File: src/sdx_pkg.sv
// Shared types, constants and the letter-group lookup for the phonetic word matcher.
// No dependencies; used by every other file of the block.
`default_nettype none

package sdx_pkg;

   // Text size limit and derived widths
   localparam int MAX_TEXT  = 4096;
   localparam int CHAR_W    = 8;
   localparam int DIGIT_W   = 3;
   localparam int START_W   = 12;
   localparam int LEN_W     = 13;
   localparam int POS_W     = $clog2(MAX_TEXT + 1);
   localparam int START_MAX = (MAX_TEXT - 1 < 4095) ? MAX_TEXT - 1 : 4095;
   localparam int LEN_MAX   = (MAX_TEXT < 4096) ? MAX_TEXT : 4096;

   // Configuration register indexes
   localparam int CSR_IDX_W = 4;
   localparam logic [CSR_IDX_W-1:0] REG_KEY_INITIAL     = 4'd0;
   localparam logic [CSR_IDX_W-1:0] REG_KEY_DIGIT_ONE   = 4'd1;
   localparam logic [CSR_IDX_W-1:0] REG_KEY_DIGIT_TWO   = 4'd2;
   localparam logic [CSR_IDX_W-1:0] REG_KEY_DIGIT_THREE = 4'd3;

   typedef struct packed {
      logic [CHAR_W-1:0]  initial_char;
      logic [DIGIT_W-1:0] digit_one;
      logic [DIGIT_W-1:0] digit_two;
      logic [DIGIT_W-1:0] digit_three;
   } key_type;

   typedef struct packed {
      logic               is_letter;
      logic [CHAR_W-1:0]  lower;
      logic [DIGIT_W-1:0] digit;
   } char_class_type;

   typedef struct packed {
      logic               word_valid;
      logic               word_match;
      logic [START_W-1:0] word_start;
      logic [LEN_W-1:0]   word_length;
      logic               any_match;
      logic               text_done;
   } result_type;

   // Letter group digit of a lowercase letter, zero for letters without a group
   function automatic logic [DIGIT_W-1:0] group_digit(input logic [CHAR_W-1:0] c);
      logic [DIGIT_W-1:0] d;
      case (c)
         "b", "f", "p", "v": d = 3'd1;
         "c", "g", "j", "k", "q", "s", "x", "z": d = 3'd2;
         "d", "t": d = 3'd3;
         "l": d = 3'd4;
         "m", "n": d = 3'd5;
         "r": d = 3'd6;
         default: d = 3'd0;
      endcase
      return d;
   endfunction

endpackage

`default_nettype wire

File: src/sdx_if.sv
// Channel interfaces of the phonetic word matcher: character input, result output
// and register write. Depends on sdx_pkg.
`default_nettype none

interface sdx_req_if;
   logic                      valid;
   logic                      ready;
   logic [sdx_pkg::CHAR_W-1:0] text_char;
   logic                      text_end;
   modport source (output valid, output text_char, output text_end, input ready);
   modport sink (input valid, input text_char, input text_end, output ready);
endinterface

interface sdx_rsp_if;
   logic                       valid;
   logic                       ready;
   logic                       word_valid;
   logic                       word_match;
   logic [sdx_pkg::START_W-1:0] word_start;
   logic [sdx_pkg::LEN_W-1:0]   word_length;
   logic                       any_match;
   logic                       text_done;
   modport source (output valid, output word_valid, output word_match, output word_start,
                   output word_length, output any_match, output text_done, input ready);
   modport sink (input valid, input word_valid, input word_match, input word_start,
                 input word_length, input any_match, input text_done, output ready);
endinterface

interface sdx_csr_if;
   logic                          valid;
   logic                          ready;
   logic [sdx_pkg::CSR_IDX_W-1:0] reg_index;
   logic [sdx_pkg::CHAR_W-1:0]    wr_data;
   modport source (output valid, output reg_index, output wr_data, input ready);
   modport sink (input valid, input reg_index, input wr_data, output ready);
endinterface

`default_nettype wire

File: src/soundex_word_matcher.sv
// Top level of the phonetic word matcher: input register, key registers,
// output register. Depends on sdx_pkg, sdx_if, sdx_char_class, sdx_word_core.
//
// Usage:
//  - req_bus carries one text character per transaction (text_char, text_end).
//    Letters build words; any other character closes the current word.
//  - rsp_bus carries at most one result per character: a closed word with its
//    start, length and key match, and/or the text_done mark with any_match.
//  - csr_bus writes the key code (index 0 initial, 1..3 digits); always ready.
//    Write it only while no character is in flight.
//  - A character waits in the input register until the output register is free,
//    and its result, if any, is then registered there. Throughput: one character
//    per cycle while rsp_bus is not stalled; the path is combinational, nothing iterates.
//  - The input register can still take a character while a result waits in the
//    output register; when the receiver stalls with both registers full,
//    req_bus.ready drops until the output register drains.
//  - Reset clears the word state, the key and the valid flags of both registers; no warm-up pass.
`default_nettype none

module soundex_word_matcher (
   input wire logic clock,
   input wire logic reset,
   sdx_req_if.sink   req_bus,
   sdx_rsp_if.source rsp_bus,
   sdx_csr_if.sink   csr_bus
);

   logic                       in_valid_ff, in_valid_in;
   logic [sdx_pkg::CHAR_W-1:0] in_char_ff;
   logic                       in_end_ff;
   logic                       out_valid_ff, out_valid_in;
   sdx_pkg::result_type        out_data_ff;
   sdx_pkg::key_type           key_ff;
   sdx_pkg::char_class_type    char_class;
   sdx_pkg::result_type        result;
   logic                       emit;
   logic                       out_free;
   logic                       advance;

   // Handshake control
   assign out_free      = !out_valid_ff || rsp_bus.ready;
   assign advance       = in_valid_ff && out_free;
   assign req_bus.ready = !in_valid_ff || advance;
   assign csr_bus.ready = 1'b1;

   always_comb begin
      in_valid_in = in_valid_ff;
      if (advance) in_valid_in = 1'b0;
      if (req_bus.valid && req_bus.ready) in_valid_in = 1'b1;
      out_valid_in = out_valid_ff;
      if (rsp_bus.ready) out_valid_in = 1'b0;
      if (advance) out_valid_in = emit;
   end

   // Hold control state
   always_ff @(posedge clock) begin
      if (reset) begin
         in_valid_ff  <= 1'b0;
         out_valid_ff <= 1'b0;
      end else begin
         in_valid_ff  <= in_valid_in;
         out_valid_ff <= out_valid_in;
      end
   end

   // Capture the incoming character and the result payload
   always_ff @(posedge clock) begin
      if (req_bus.valid && req_bus.ready) begin
         in_char_ff <= req_bus.text_char;
         in_end_ff  <= req_bus.text_end;
      end
      if (advance && emit) out_data_ff <= result;
   end

   // Key registers
   always_ff @(posedge clock) begin
      if (reset) begin
         key_ff <= '0;
      end else if (csr_bus.valid && csr_bus.ready) begin
         case (csr_bus.reg_index)
            sdx_pkg::REG_KEY_INITIAL:     key_ff.initial_char <= csr_bus.wr_data;
            sdx_pkg::REG_KEY_DIGIT_ONE:   key_ff.digit_one   <= csr_bus.wr_data[2:0];
            sdx_pkg::REG_KEY_DIGIT_TWO:   key_ff.digit_two   <= csr_bus.wr_data[2:0];
            sdx_pkg::REG_KEY_DIGIT_THREE: key_ff.digit_three <= csr_bus.wr_data[2:0];
            default: key_ff <= key_ff;
         endcase
      end
   end

   sdx_char_class u_class (
      .text_char  (in_char_ff),
      .char_class (char_class)
   );

   sdx_word_core u_core (
      .clock      (clock),
      .reset      (reset),
      .advance    (advance),
      .char_class (char_class),
      .text_end   (in_end_ff),
      .key        (key_ff),
      .emit       (emit),
      .result     (result)
   );

   // Drive the result channel
   assign rsp_bus.valid       = out_valid_ff;
   assign rsp_bus.word_valid  = out_data_ff.word_valid;
   assign rsp_bus.word_match  = out_data_ff.word_match;
   assign rsp_bus.word_start  = out_data_ff.word_start;
   assign rsp_bus.word_length = out_data_ff.word_length;
   assign rsp_bus.any_match   = out_data_ff.any_match;
   assign rsp_bus.text_done   = out_data_ff.text_done;

`ifndef ASSERT_OFF
   a_word_has_letters: assert property (@(posedge clock) disable iff (reset)
      out_valid_ff && out_data_ff.word_valid |-> out_data_ff.word_length != '0)
      else $error("reported word has no letters");
   a_match_needs_word: assert property (@(posedge clock) disable iff (reset)
      out_valid_ff && !out_data_ff.word_valid |-> !out_data_ff.word_match &&
      out_data_ff.text_done && out_data_ff.word_length == '0)
      else $error("result without a word is not a bare end of text");
   a_match_sets_any: assert property (@(posedge clock) disable iff (reset)
      out_valid_ff && out_data_ff.word_match |-> out_data_ff.any_match)
      else $error("word match not reflected in any_match");
   a_input_held: assert property (@(posedge clock) disable iff (reset)
      in_valid_ff && !out_free |=> in_valid_ff && $stable(in_char_ff))
      else $error("pending character lost while output stalled");
`endif

endmodule

`default_nettype wire

File: src/sdx_char_class.sv
// Character classifier: letter test, lowercase and letter-group digit.
// Depends on sdx_pkg.
`default_nettype none

module sdx_char_class (
   input  wire logic [sdx_pkg::CHAR_W-1:0] text_char,
   output sdx_pkg::char_class_type        char_class
);

   logic upper;
   logic lower;

   // Classify ASCII letters, fold case, look up the group
   always_comb begin
      upper = (text_char >= "A") && (text_char <= "Z");
      lower = (text_char >= "a") && (text_char <= "z");
      char_class.is_letter = upper || lower;
      char_class.lower     = upper ? (text_char | 8'h20) : text_char;
      char_class.digit     = sdx_pkg::group_digit(char_class.lower);
   end

endmodule

`default_nettype wire

File: src/sdx_word_core.sv
// Word state and code builder: tracks the current word, its code, position and
// match flag, and forms the result of one character. Depends on sdx_pkg.
`default_nettype none

module sdx_word_core (
   input  wire logic                   clock,
   input  wire logic                   reset,
   input  wire logic                   advance,
   input  wire sdx_pkg::char_class_type char_class,
   input  wire logic                   text_end,
   input  wire sdx_pkg::key_type       key,
   output logic                        emit,
   output sdx_pkg::result_type         result
);

   localparam int PW = sdx_pkg::POS_W;
   localparam int SW = sdx_pkg::START_W;
   localparam int LW = sdx_pkg::LEN_W;
   localparam int DW = sdx_pkg::DIGIT_W;

   logic                        in_word_ff, in_word_in;
   logic [sdx_pkg::CHAR_W-1:0]  initial_ff, initial_in;
   logic [DW-1:0]               code_ff [3];
   logic [DW-1:0]               code_in [3];
   logic [1:0]                  kept_ff, kept_in;
   logic [DW-1:0]               last_ff, last_in;
   logic [PW-1:0]               pos_ff, pos_in;
   logic [SW-1:0]               start_ff, start_in;
   logic                        any_ff, any_in;
   logic [LW-1:0]               count_ff, count_in;
   logic                        match;
   logic                        word_close;

   // Build the next word state and the result of this character
   always_comb begin
      in_word_in = in_word_ff;
      initial_in = initial_ff;
      code_in    = code_ff;
      kept_in    = kept_ff;
      last_in    = last_ff;
      start_in   = start_ff;
      count_in   = count_ff;
      any_in     = any_ff;
      pos_in     = (pos_ff < PW'(sdx_pkg::MAX_TEXT)) ? pos_ff + 1'b1 : pos_ff;

      if (char_class.is_letter) begin
         if (!in_word_ff) begin
            // open a new word
            in_word_in = 1'b1;
            initial_in = char_class.lower;
            code_in[0] = '0;
            code_in[1] = '0;
            code_in[2] = '0;
            kept_in    = 2'd0;
            last_in    = '0;
            start_in   = (pos_ff > PW'(sdx_pkg::START_MAX)) ?
                         SW'(sdx_pkg::START_MAX) : pos_ff[SW-1:0];
            count_in   = LW'(1);
         end else begin
            if (count_ff < LW'(sdx_pkg::LEN_MAX)) count_in = count_ff + 1'b1;
            // keep a group digit unless it repeats the last kept one
            if (kept_ff != 2'd3 && char_class.digit != '0 && char_class.digit != last_ff) begin
               case (kept_ff)
                  2'd0: code_in[0] = char_class.digit;
                  2'd1: code_in[1] = char_class.digit;
                  2'd2: code_in[2] = char_class.digit;
                  default: code_in[0] = code_ff[0];
               endcase
               kept_in = kept_ff + 2'd1;
               last_in = char_class.digit;
            end
         end
      end

      word_close = in_word_in && (!char_class.is_letter || text_end);
      match = word_close && (initial_in == key.initial_char) &&
              (code_in[0] == key.digit_one) && (code_in[1] == key.digit_two) &&
              (code_in[2] == key.digit_three);
      if (match) any_in = 1'b1;
      if (word_close) in_word_in = 1'b0;

      emit               = word_close || text_end;
      result.word_valid  = word_close;
      result.word_match  = match;
      result.word_start  = word_close ? start_in : '0;
      result.word_length = word_close ? count_in : '0;
      result.any_match   = any_in;
      result.text_done   = text_end;

      // clear per-text state after the closing character
      if (text_end) begin
         in_word_in = 1'b0;
         initial_in = '0;
         code_in[0] = '0;
         code_in[1] = '0;
         code_in[2] = '0;
         kept_in    = 2'd0;
         last_in    = '0;
         pos_in     = '0;
         start_in   = '0;
         any_in     = 1'b0;
         count_in   = '0;
      end
   end

   // Advance the word state once per processed character
   always_ff @(posedge clock) begin
      if (reset) begin
         in_word_ff <= 1'b0;
         initial_ff <= '0;
         code_ff[0] <= '0;
         code_ff[1] <= '0;
         code_ff[2] <= '0;
         kept_ff    <= 2'd0;
         last_ff    <= '0;
         pos_ff     <= '0;
         start_ff   <= '0;
         any_ff     <= 1'b0;
         count_ff   <= '0;
      end else if (advance) begin
         in_word_ff <= in_word_in;
         initial_ff <= initial_in;
         code_ff    <= code_in;
         kept_ff    <= kept_in;
         last_ff    <= last_in;
         pos_ff     <= pos_in;
         start_ff   <= start_in;
         any_ff     <= any_in;
         count_ff   <= count_in;
      end
   end

`ifndef ASSERT_OFF
   a_end_clears_pos: assert property (@(posedge clock) disable iff (reset)
      advance && text_end |=> pos_ff == '0 && !in_word_ff && !any_ff)
      else $error("text state not cleared after closing character");
   a_pos_bounded: assert property (@(posedge clock) disable iff (reset)
      pos_ff <= PW'(sdx_pkg::MAX_TEXT))
      else $error("character position beyond saturation");
`endif

endmodule

`default_nettype wire

File: src/flat_wrapper.sv
// flat-port wrapper written by rule: the top's interface ports become plain ports
module soundex_word_matcher_flat 
  (clock, reset, req_bus_valid, req_bus_text_char, req_bus_text_end, req_bus_ready, rsp_bus_valid, rsp_bus_word_valid, rsp_bus_word_match, rsp_bus_word_start, rsp_bus_word_length, rsp_bus_any_match, rsp_bus_text_done, rsp_bus_ready, csr_bus_valid, csr_bus_reg_index, csr_bus_wr_data, csr_bus_ready);
  sdx_req_if req_bus_i ();
  sdx_rsp_if rsp_bus_i ();
  sdx_csr_if csr_bus_i ();
  input wire logic clock;
  input wire logic reset;
  input wire logic [$bits(req_bus_i.valid)-1:0] req_bus_valid;
  input wire logic [$bits(req_bus_i.text_char)-1:0] req_bus_text_char;
  input wire logic [$bits(req_bus_i.text_end)-1:0] req_bus_text_end;
  output wire logic [$bits(req_bus_i.ready)-1:0] req_bus_ready;
  output wire logic [$bits(rsp_bus_i.valid)-1:0] rsp_bus_valid;
  output wire logic [$bits(rsp_bus_i.word_valid)-1:0] rsp_bus_word_valid;
  output wire logic [$bits(rsp_bus_i.word_match)-1:0] rsp_bus_word_match;
  output wire logic [$bits(rsp_bus_i.word_start)-1:0] rsp_bus_word_start;
  output wire logic [$bits(rsp_bus_i.word_length)-1:0] rsp_bus_word_length;
  output wire logic [$bits(rsp_bus_i.any_match)-1:0] rsp_bus_any_match;
  output wire logic [$bits(rsp_bus_i.text_done)-1:0] rsp_bus_text_done;
  input wire logic [$bits(rsp_bus_i.ready)-1:0] rsp_bus_ready;
  input wire logic [$bits(csr_bus_i.valid)-1:0] csr_bus_valid;
  input wire logic [$bits(csr_bus_i.reg_index)-1:0] csr_bus_reg_index;
  input wire logic [$bits(csr_bus_i.wr_data)-1:0] csr_bus_wr_data;
  output wire logic [$bits(csr_bus_i.ready)-1:0] csr_bus_ready;
  assign req_bus_i.valid = req_bus_valid;
  assign req_bus_i.text_char = req_bus_text_char;
  assign req_bus_i.text_end = req_bus_text_end;
  assign req_bus_ready = req_bus_i.ready;
  assign rsp_bus_valid = rsp_bus_i.valid;
  assign rsp_bus_word_valid = rsp_bus_i.word_valid;
  assign rsp_bus_word_match = rsp_bus_i.word_match;
  assign rsp_bus_word_start = rsp_bus_i.word_start;
  assign rsp_bus_word_length = rsp_bus_i.word_length;
  assign rsp_bus_any_match = rsp_bus_i.any_match;
  assign rsp_bus_text_done = rsp_bus_i.text_done;
  assign rsp_bus_i.ready = rsp_bus_ready;
  assign csr_bus_i.valid = csr_bus_valid;
  assign csr_bus_i.reg_index = csr_bus_reg_index;
  assign csr_bus_i.wr_data = csr_bus_wr_data;
  assign csr_bus_ready = csr_bus_i.ready;
  soundex_word_matcher u_core (.clock(clock), .reset(reset), .req_bus(req_bus_i), .rsp_bus(rsp_bus_i), .csr_bus(csr_bus_i));
endmodule
File: config.mk
export PLATFORM = sky130hd
export DESIGN_NAME = soundex_word_matcher_flat
export DESIGN_NICKNAME = d
export VERILOG_FILES = /design/src/sdx_pkg.sv /design/src/sdx_if.sv /design/src/soundex_word_matcher.sv /design/src/sdx_char_class.sv /design/src/sdx_word_core.sv /design/src/flat_wrapper.sv
export SDC_FILE = /design/constraint.sdc
export NUM_CORES = 1
export LEC_CHECK = 0
export CORE_MARGIN = 2
export CORE_UTILIZATION = 30
export CTS_CLUSTER_SIZE = 20
export DETAILED_ROUTE_END_ITERATION = 7
export DONT_BUFFER_PORTS = 1
export SLEW_MARGIN = 10
export SYNTH_ARGS = -nofsm -noshare
export SYNTH_HDL_FRONTEND = slang
export SYNTH_HIERARCHICAL = 1
export SYNTH_SLANG_ARGS = --single-unit
File: constraint.sdc
create_clock -name clock -period 3.4 [get_ports clock]
set_input_delay 0.51 -clock clock [delete_from_list [all_inputs] [get_ports clock]]
set_output_delay 0.51 -clock clock [all_outputs]
set_load 0.01 [all_outputs]
==> metrics.md <==
| Metric | Value |
|---|---|
| Pre-CTS WS | 0.112 ns |
| Register bit total from synthesis | 119 |
| Leakage | 0.00244 µW |
| Reg-to-Reg End | u_core/rsp_bus.any_match$_DFFE_PP_ |
| Worst min path class | in2reg |
| Max IR drop VDD | 340 µV |
| WS Path Type | reg2reg |
| DP HPWL | 9420 µm |
| Synth Net Count | 698 |
| Worst path max stage delay | 0.48 ns |
| CP startpoint | u_core/in_char_ff[4]$_DFFE_PP_ |
| CP cell instances | or3_1, o221ai_1, a21oi_2, and3_1, o221ai_2, o311ai_4, nor2_2, mux2_2, xor2_1, nand3_1, o31ai_1 |
| Critical path capture point type | flip-flop |
| Main synth FF type | dfxtp_1 |
| Register area share after synthesis | 45.4% |
| Status | finished, final reports clean |
| DRT iter0 DRCs | 350 |
| Worst slew margin | 47.2% |
| Post-synthesis instance total | 666 |
| Routed WL per cell | 14.7 µm |
| Slowest cell on crit path | edfxtp_1 |
| Ports placed on the boundary | 58 |
| Flop-to-flop setup slack | 0.15 ns |
| GR Overflow Total | 0 |
| Via Count | 4655 |
| Post-route insts no fill | 942 |
| Syn avg cell area | 9.13 µm² |
| Height of the die | 146 µm |
| Placed cells | 909 |
| Largest net degree at the start of global routing | 79 |
| WL final | 13900 µm |
| H-tree levels | 4 |
| Top delay family on crit path | compound AO/OA/AOI/OAI gates |
| Crit Reg-Reg Startpoint | u_core/in_char_ff[4]$_DFFE_PP_ |
| CP required | 3.65 ns |
| Syn Std Cell Area | 6080 µm² |
| Initial Utilization | 30.3% |
| Reg area | 2760 µm² |
| Global placement routability congestion | 0.837 |
| PwrDens | 528 nW/µm² |
| Die width | 146 µm |
| Final worst slack | 0.149 ns |
| Worst setup path endpoint | u_core/rsp_bus.any_match$_DFFE_PP_ |
| Gr usage total | 13.2% |
| Worst path bufs/invs | 0 |
| Max_cap viols | 0 |
| DRT Pass-1 Iters | 5 |
| Tmin final | 3.25 ns |
| Cts hold-fix bufs | 0 |
| IO Port Bufs | 0 |
| Worst-case reg-to-reg path depth | 11 |
| CP Launch Type | flip-flop |
| Count of cell types in the netlist | 62 |
| Worst clock skew | 0.0138 ns |
| Crit path depth | 11 |
| Post-synth EDFFs | 38 |
| Fraction of registers with async set/reset | 0% |
| ANT nets after route | 0 |
| Unrepaired setup endpoints after global routing | true |
| Core Footprint | 20000 µm² |
| DRC Markers | 0 |
| Crit path max fanout | 8 |
| Layout cells sized above 1 | 12.4% |
| First-pass GRT wire length | 22500 µm |
| Fin nets | 691 |
| Crit share post-route | 95.6% |
| Clock buffer depth | 2 |
| Vias in the first global route | 4353 |
| Hold Vio Cnt, Final | 0 |
| CTS Buf Count | 17 |
| Critical path data arrival time | 3.50 ns |
| TritonCTS clock tree | yes |
| Number of setup violations in the final report | 0 |
| Vias/cell | 4.94 |
| Total clock sinks | 119 |
| Max-slew violation count | 0 |
| Clk pin slew, worst setup/hold paths | 0.06 ns |
| Clock Root Buffer | clkbuf_16 |
| Synthesis-to-finish area growth | 14.9% |
| Area occupied by multi-input gates | 3000 µm² |
| Measured slew at the worst slew-check pin | 0.789 ns |
| FILL cells | 2082 |
| Std cell rows | 52 |
| Ant diodes | 0 |
| Minimum hold slack | 0.157 ns |
| DIE AREA | 21400 µm² |
| Initial antenna violation count | 0 |
| Clock Latency Late Sink | 0.42 ns |
| FMAX | 0.308 GHz |
| Warnings from Yosys | 6 |
## final cells by class
type | count | share of cell area [%]
Inverter | 18 | 0.968
Clock inverter | 13 | 2.78
Timing Repair Buffer | 23 | 2.47
Clock buffer | 19 | 6.49
Tap cell | 270 | 4.84
Sequential cell | 119 | 39.6
Multi-Input combinational cell | 480 | 42.9
## layout by cell type (no fill, tap or decap), types with 7 or more instances in the layout
master	count
a211oi_1	9
a21oi_1	33
a22oi_1	15
buf_4	23
clkbuf_16	17
dfxtp_1	81
edfxtp_1	38
inv_1	17
mux2i_1	24
nand2_1	47
nand2b_1	31
nand3_1	18
nand4_1	7
nor2_1	101
nor2b_1	10
nor3_1	19
o21ai_0	33
o221a_2	9
xnor2_1	17
xor2_1	21
## per-stage QoR
step	total power (µW)	instance area [µm²]	TNS [ns]	utilization, %
6_report	3690	6980	0	34.8
3_3_place_gp	1770	6310	0	31.5
3_5_place_dp	1770	6310	0	31.5
4_1_cts	3730	6960	0	34.7
2_1_floorplan	1730	6080	0	-
5_1_grt	3820	6980	-0.110	34.8
## how the worst min path moves through the flow
stage,startpoint,slack (ns),to,cells after the start
2_1_floorplan,u_core/u_core/start_ff[11]$_SDFFE_PP0P_,0.43,u_core/u_core/start_ff[11]$_SDFFE_PP0P_,2
3_3_place_gp,u_core/u_core/start_ff[11]$_SDFFE_PP0P_,0.44,u_core/u_core/start_ff[11]$_SDFFE_PP0P_,2
3_5_place_dp,u_core/u_core/start_ff[11]$_SDFFE_PP0P_,0.44,u_core/u_core/start_ff[11]$_SDFFE_PP0P_,2
4_1_cts,reset,0.14,u_core/in_valid_ff$_SDFFE_PP0P_,1
5_1_grt,reset,0.14,u_core/in_valid_ff$_SDFFE_PP0P_,1
6_report,reset,0.16,u_core/in_valid_ff$_SDFFE_PP0P_,1
## cell families after synthesis
family | count (synthesis) | share of synthesized area [%]
other | 1 | 0.0617
XOR/XNOR | 38 | 5.47
adder cells (fa/ha/maj) | 6 | 1.23
multiplexers | 26 | 4.32
buffers and inverters | 67 | 5.52
AO/OA/AOI/OAI | 143 | 16.4
AND/OR/NAND/NOR | 266 | 21.5
flip-flops | 119 | 45.4
## metal layers
| metal | part of all wire [%] | global-route usage, % | up-vias |
|---|---|---|---|
| li1 | - | - | 2335 |
| met1 | 48 | 17.7 | 2186 |
| met2 | 46 | 20.8 | 123 |
| met3 | 5.1 | 3.81 | 11 |
| met4 | 0.85 | 3.83 | 0 |
| met5 | 0 | 0 | - |
## Yosys cell counts, drive strengths merged (7+ instances only)
master / instances / share of area (%)
a211oi: 9 / 1.1
nand2b: 33 / 3.6
mux2i: 24 / 4.0
nor3: 19 / 1.6
o221a: 9 / 1.7
xnor2: 17 / 2.4
o21ai: 35 / 2.9
nand3: 18 / 1.5
a21oi: 35 / 2.9
nor2b: 11 / 1.3
edfxtp: 38 / 19
inv: 17 / 1.0
nand4: 7 / 0.72
a22oi: 15 / 1.9
buf: 23 / 2.8
nor2: 103 / 6.4
nand2: 47 / 2.9
dfxtp: 81 / 27
xor2: 21 / 3.0
clkbuf: 26 / 1.6
## state kept, by name (all words and copies together) (netlist names), 2 cells and up
name                        count
u_core/rsp_bus.word_start      12
u_core/u_core/code_ff           9
u_core/u_core/kept_ff           2
u_core/u_core/count_ff         13
u_core/key_ff                  17
u_core/in_char_ff               8
u_core/rsp_bus.word_length     13
u_core/u_core/initial_ff        8
u_core/u_core/pos_ff           13
u_core/u_core/last_ff           3
u_core/u_core/start_ff         12
## report_power, final
| group | switching, µW | internal [µW] | leakage (µW) |
|---|---|---|---|
| clock network | 675 | 1280 | 0.000316 |
| logic | 138 | 78.2 | 0.00111 |
| registers | 27.5 | 1500 | 0.00101 |
## repair_timing
item                                    CTS  global route
endpoints found under the setup margin    0             3
resized for setup                         0             4
buffers inserted                          0             1
(Power assumes the default switching activity.)
